`src/rtl/ffha_pkg.sv`:
```
// ----------------------------------------------------------------------------
// ffha_pkg
// shared types and micro-op codes of the first-fit heap allocator
// ----------------------------------------------------------------------------
package ffha_pkg;

    typedef struct packed {
        logic        func;
        logic [15:0] req_size;
        logic [15:0] release_offset;
    } t_in_word;

    typedef struct packed {
        logic        status;
        logic [15:0] grant_offset;
    } t_out_word;

    // one block header as held in the store
    typedef struct packed {
        logic        valid;
        logic        free;
        logic [15:0] size;
        logic [15:0] prev;
        logic [15:0] next;
    } t_hdr;

    localparam logic FUNC_ALLOC = 1'b0;
    localparam logic FUNC_FREE  = 1'b1;

    typedef enum logic [3:0] {
        OP_IDLE,
        OP_CLR,
        OP_A_CHK,
        OP_A_W2,
        OP_A_WF,
        OP_A_W3,
        OP_F_HD,
        OP_F_NX,
        OP_F_NXI,
        OP_F_NXP,
        OP_F_PV,
        OP_F_PVC,
        OP_F_PVI,
        OP_F_PVP,
        OP_RES
    } t_op;

    typedef struct packed {
        logic accept;
        t_op  op;
    } t_cmd;

    typedef struct packed {
        logic clr_last;
        logic fit;
        logic split;
        logic last;
        logic bad;
        logic rd_next_nz;
        logic rd_free;
        logic cur_next_nz;
        logic b_next_nz;
        logic a_next_nz;
        logic hdr_zero;
    } t_stat;

endpackage

```
`src/rtl/ffha_ctrl.sv`:
```
// ----------------------------------------------------------------------------
// ffha_ctrl
// sequencer: steps the datapath through clear, walk, split and coalesce
// ----------------------------------------------------------------------------
module ffha_ctrl (
    input  logic           i_clk,
    input  logic           i_rst_n,
    input  logic           i_start,
    input  logic           i_func,
    input  ffha_pkg::t_stat i_stat,
    output ffha_pkg::t_cmd o_cmd,
    output logic           o_busy
);
    import ffha_pkg::*;

    typedef enum logic [3:0] {
        S_CLR, S_IDLE, S_ACHK, S_AW2, S_AWF, S_AW3,
        S_FHD, S_FNX, S_FNXI, S_FNXP, S_FPV, S_FPVC, S_FPVI, S_FPVP, S_RES
    } t_state;

    t_state r_state, n_state;
    logic   r_busy;
    logic   accept;

    assign accept = i_start && !r_busy;

    always_comb begin
        n_state = r_state;
        case (r_state)
            S_CLR:  if (i_stat.clr_last) n_state = S_IDLE;
            S_IDLE: if (accept) n_state = (i_func == FUNC_FREE) ? S_FHD : S_ACHK;
            S_ACHK: begin
                if (i_stat.fit) n_state = i_stat.split ? S_AW2 : S_AWF;
                else if (i_stat.last) n_state = S_RES;
            end
            S_AW2:  n_state = i_stat.cur_next_nz ? S_AW3 : S_RES;
            S_AWF:  n_state = S_RES;
            S_AW3:  n_state = S_RES;
            S_FHD: begin
                if (i_stat.bad) n_state = S_RES;
                else n_state = i_stat.rd_next_nz ? S_FNX : S_FPV;
            end
            S_FNX:  n_state = i_stat.rd_free ? S_FNXI : S_FPV;
            S_FNXI: n_state = i_stat.b_next_nz ? S_FNXP : S_FPV;
            S_FNXP: n_state = S_FPV;
            S_FPV:  n_state = i_stat.hdr_zero ? S_RES : S_FPVC;
            S_FPVC: n_state = i_stat.rd_free ? S_FPVI : S_RES;
            S_FPVI: n_state = i_stat.a_next_nz ? S_FPVP : S_RES;
            S_FPVP: n_state = S_RES;
            S_RES:  n_state = S_IDLE;
            default: n_state = S_IDLE;
        endcase
    end

    always_ff @(posedge i_clk) begin
        if (!i_rst_n) begin
            r_state <= S_CLR;
            r_busy  <= 1'b1;
        end else begin
            r_state <= n_state;
            r_busy  <= (n_state != S_IDLE);
        end
    end

    always_comb begin
        o_cmd.accept = accept;
        case (r_state)
            S_CLR:   o_cmd.op = OP_CLR;
            S_ACHK:  o_cmd.op = OP_A_CHK;
            S_AW2:   o_cmd.op = OP_A_W2;
            S_AWF:   o_cmd.op = OP_A_WF;
            S_AW3:   o_cmd.op = OP_A_W3;
            S_FHD:   o_cmd.op = OP_F_HD;
            S_FNX:   o_cmd.op = OP_F_NX;
            S_FNXI:  o_cmd.op = OP_F_NXI;
            S_FNXP:  o_cmd.op = OP_F_NXP;
            S_FPV:   o_cmd.op = OP_F_PV;
            S_FPVC:  o_cmd.op = OP_F_PVC;
            S_FPVI:  o_cmd.op = OP_F_PVI;
            S_FPVP:  o_cmd.op = OP_F_PVP;
            S_RES:   o_cmd.op = OP_RES;
            default: o_cmd.op = OP_IDLE;
        endcase
    end

    assign o_busy = r_busy;

endmodule

```
`config.mk`:
```
export PLATFORM = sky130hd
export DESIGN_NAME = ffha_ctrl
export DESIGN_NICKNAME = d
export VERILOG_FILES = /design/src/rtl/ffha_pkg.sv /design/src/rtl/ffha_ctrl.sv
export SDC_FILE = /design/constraint.sdc
export NUM_CORES = 1
export LEC_CHECK = 0
export ABC_CLOCK_PERIOD_IN_PS = 2200
export BUFFER_PORTS_ARGS = -buffer_cell sky130_fd_sc_hd__buf_2
export CORE_MARGIN = 2
export CORE_UTILIZATION = 43
export CTS_CLUSTER_SIZE = 40
export DETAILED_ROUTE_END_ITERATION = 8
export PLACE_DENSITY = 0.69
export SYNTH_ARGS = -nofsm -noshare
export SYNTH_HDL_FRONTEND = slang
export SYNTH_SLANG_ARGS = --single-unit
```
`constraint.sdc`:
```
create_clock -name i_clk -period 2.2 [get_ports i_clk]
set_input_delay 0.22 -clock i_clk [delete_from_list [all_inputs] [get_ports i_clk]]
set_output_delay 0.22 -clock i_clk [all_outputs]
set_load 0.01 [all_outputs]
```
==> run_results.csv <==
group,metric,value,unit
timing,hold_viol,0,
timing,rsz0062_at_grt,"yes",
floorplanning,fp.dieW,43.2,µm
layout,final_common_cell,"buf_2",
synth,synth_flop_cell,"dfxtp_1",
global_routing,antenna_found_initial,0,
synth,syn_area,662,µm²
timing,worst_slack,0.0968,ns
power_and_ir_drop,p_leak,0.389,nW
global_routing,grt_max_degree,10,
setup_path,endpoint_kind,"flop",
timing,skew,0.00596,ns
timing,fin_crit_sh,95.6,%
synth,seq_area_frac_synth,27.2,%
power_and_ir_drop,seq_power_share,28.2,%
synth,syn-num-nets,98,
timing,period_needed,2.10,ns
clocking,cts_hold_buffers,0,
place,place_ws,-0.0673,ns
layout,nets,128,
clocking,cts_max_path_buffers,2,
power_and_ir_drop,intPower,696,µW
drt,remaining_drc_errors,0,
synth,async_flop_share,0,%
drt,first_pass_iters,4,
power_and_ir_drop,power,1.22,mW
clocking,cts_max_level,1,
layout,stdcell_count,125,
clocking,cts_sinks,9,
clocking,clk_pin_slew,0.06,ns
synth,synth_edf_count,0,
layout,fill_cells,146,
power_and_ir_drop,switchingPower,520,µW
timing,max_slew_margin,76.4,%
drt,postRouteAntennaNets,0,
floorplanning,die_h,43.2,µm
floorplanning,start_util,45.0,%
synth,synthCells,80,
timing,drv_slew,0,
clocking,root_buffer,"clkbuf_4",
layout,diodes,0,
power_and_ir_drop,pwr-share-clk,10.6,%
global_routing,grt_usage,18.7,%
power_and_ir_drop,power_density,1360,nW/µm²
power_and_ir_drop,peakVddDrop,0.000709,V
run,max-cap-violations,0,
setup_path,cp_max_fo,9,
place,portBuffers,20,
synth,ys_ff_latch,9,
place,dp.cells,121,
place,hpwl,1260,µm
layout,postLayoutCoreUtil,60.6,%
setup_path,crit_type,"reg -> reg",
synth,synth_cell_types,35,
floorplanning,rows,14,
drt,wl,1620,µm
synth,ys_warn_count,0,
power_and_ir_drop,p_sw_share,42.8,%
synth,synth.avg_cell_area,8.27,µm²
clocking,cts_tree,"yes",
place,gp_congestion,0.936,
drt,drt-initial-drc-count,2,
status,status,"finished, final reports clean",
global_routing,grt_overflow_total,0,
clocking,clk_latency,0.26,ns
global_routing,grt_pass1_wl,2620,µm
drt,vias,684,
power_and_ir_drop,power_frac_comb,61.2,%
setup_path,crit_path_start_kind,"flop",
setup_path,arrival,2.26,ns
timing,finalSetupViolations,0,
timing,max_freq,0.475,GHz
drt,vias_per_cell,5.47,
layout,drive_gt1_share,41.3,%
timing,worst_pin_slew,0.352,ns
floorplanning,die_area,1870,µm²
timing,fin_setup_tns,0,ns
worst_hold_path,min_path_type,"in -> reg",
global_routing,grt_pass1_vias,662,
layout,most-common-layout-cells,"20 x buf_2, 9 x buf_4, 8 x nand2_1",
layout,area_growth,34.8,%
setup_path,cp.required,2.35,ns
clocking,cts_buffers,3,
drt,wl_per_cell,13.0,µm
floorplanning,pin_count,21,
floorplanning,core_area,1470,µm²
sequential cells by signal (all words and copies together) (netlist names):
name and flops:
o_busy 1, r_state 4, o_cmd 4
cell usage after synthesis (2+ instances only):
master / count / area [µm²]
dfxtp_1: 9 / 180
a31oi_1: 2 / 12.5
o211ai_1: 2 / 15.0
nor2_1: 5 / 18.8
nor2b_1: 2 / 12.5
a21oi_1: 4 / 20.0
buf_2: 2 / 10.0
nor3b_1: 2 / 15.0
and3_1: 2 / 12.5
and2_1: 2 / 12.5
a21boi_0: 2 / 15.0
nand2b_1: 4 / 25.0
nand3_1: 4 / 20.0
ha_1: 3 / 37.5
inv_1: 6 / 22.5
nand2_1: 8 / 30.0
nor3b_2: 2 / 25.0
a311o_1: 2 / 20.0
cell type report:
class | count | area (µm²) | area share (%)
well taps | 16 | 20.0 | 2.24
multi-input cells | 60 | 459 | 51.5
flip-flops and latches | 9 | 193 | 21.6
inverters | 7 | 26.3 | 2.95
repair buffers | 29 | 168 | 18.8
clock buffers | 4 | 26.3 | 2.95
power groups by stage:
stage               clock network (mW)  logic [mW]  registers [mW]
floorplan                            0       0.501           0.285
global placement                     0       0.697           0.307
detailed placement                   0       0.710           0.311
CTS                              0.129       0.718           0.309
global route                     0.138       0.824           0.355
finish                           0.129       0.745           0.343
kinds of logic after synthesis:
family                     synth area share (%)
AOI/OAI and AO/OA                          24.0
adders and majority gates                  5.67
buffers and inverters                      8.32
DFF                                        27.2
muxes                                      1.70
and+or+nand+nor                            33.1
routing by layer:
layer,share of wire [%],vias to the layer above,global-route usage [%]
li1,-,350,-
met2,50,16,33.1
met3,2.7,7,2.55
met1,44,311,20.5
met5,0,-,0
met4,2.8,0,11.5
worst paths after layout:
| path | start | endpoint | slack [ns] | depth (start not counted) |
|---|---|---|---|---|
| max | r_state[1]$_SDFF_PN0_ | o_cmd[0]$_DFF_P_ | 0.1 | 10 |
| max reg2reg | r_state[1]$_SDFF_PN0_ | o_cmd[0]$_DFF_P_ | 0.1 | 10 |
| min | i_rst_n | r_state[0]$_SDFF_PN0_ | 0.21 | 2 |
| min reg2reg | r_state[3]$_SDFF_PN0_ | r_state[1]$_SDFF_PN0_ | 0.85 | 4 |
critical path, cell delays in order (launching register included):
cell       delay (ns)
dfxtp_4          0.41
nand2b_1         0.14
a2111oi_2        0.07
a311oi_1         0.24
o311ai_1         0.16
and2_1           0.19
ha_1             0.18
nand2_1          0.07
a311o_1          0.12
o311ai_0         0.12
a311o_1          0.28
metrics by stage:
step	hold WS [ns]	area, µm²
after global placement	0.475	821
after detailed placement	0.474	821
after CTS	0.204	850
after global routing	0.217	892
final	0.207	892
after floorplan	0.342	662
what timing repair did:
item,CTS,global route
gates resized for setup,2,12
endpoints found under the hold margin,0,0
pin swaps,0,4
buffers inserted,0,0
endpoints found under the setup margin,1,2
Note: power is estimated with default switching activity, not from simulation.
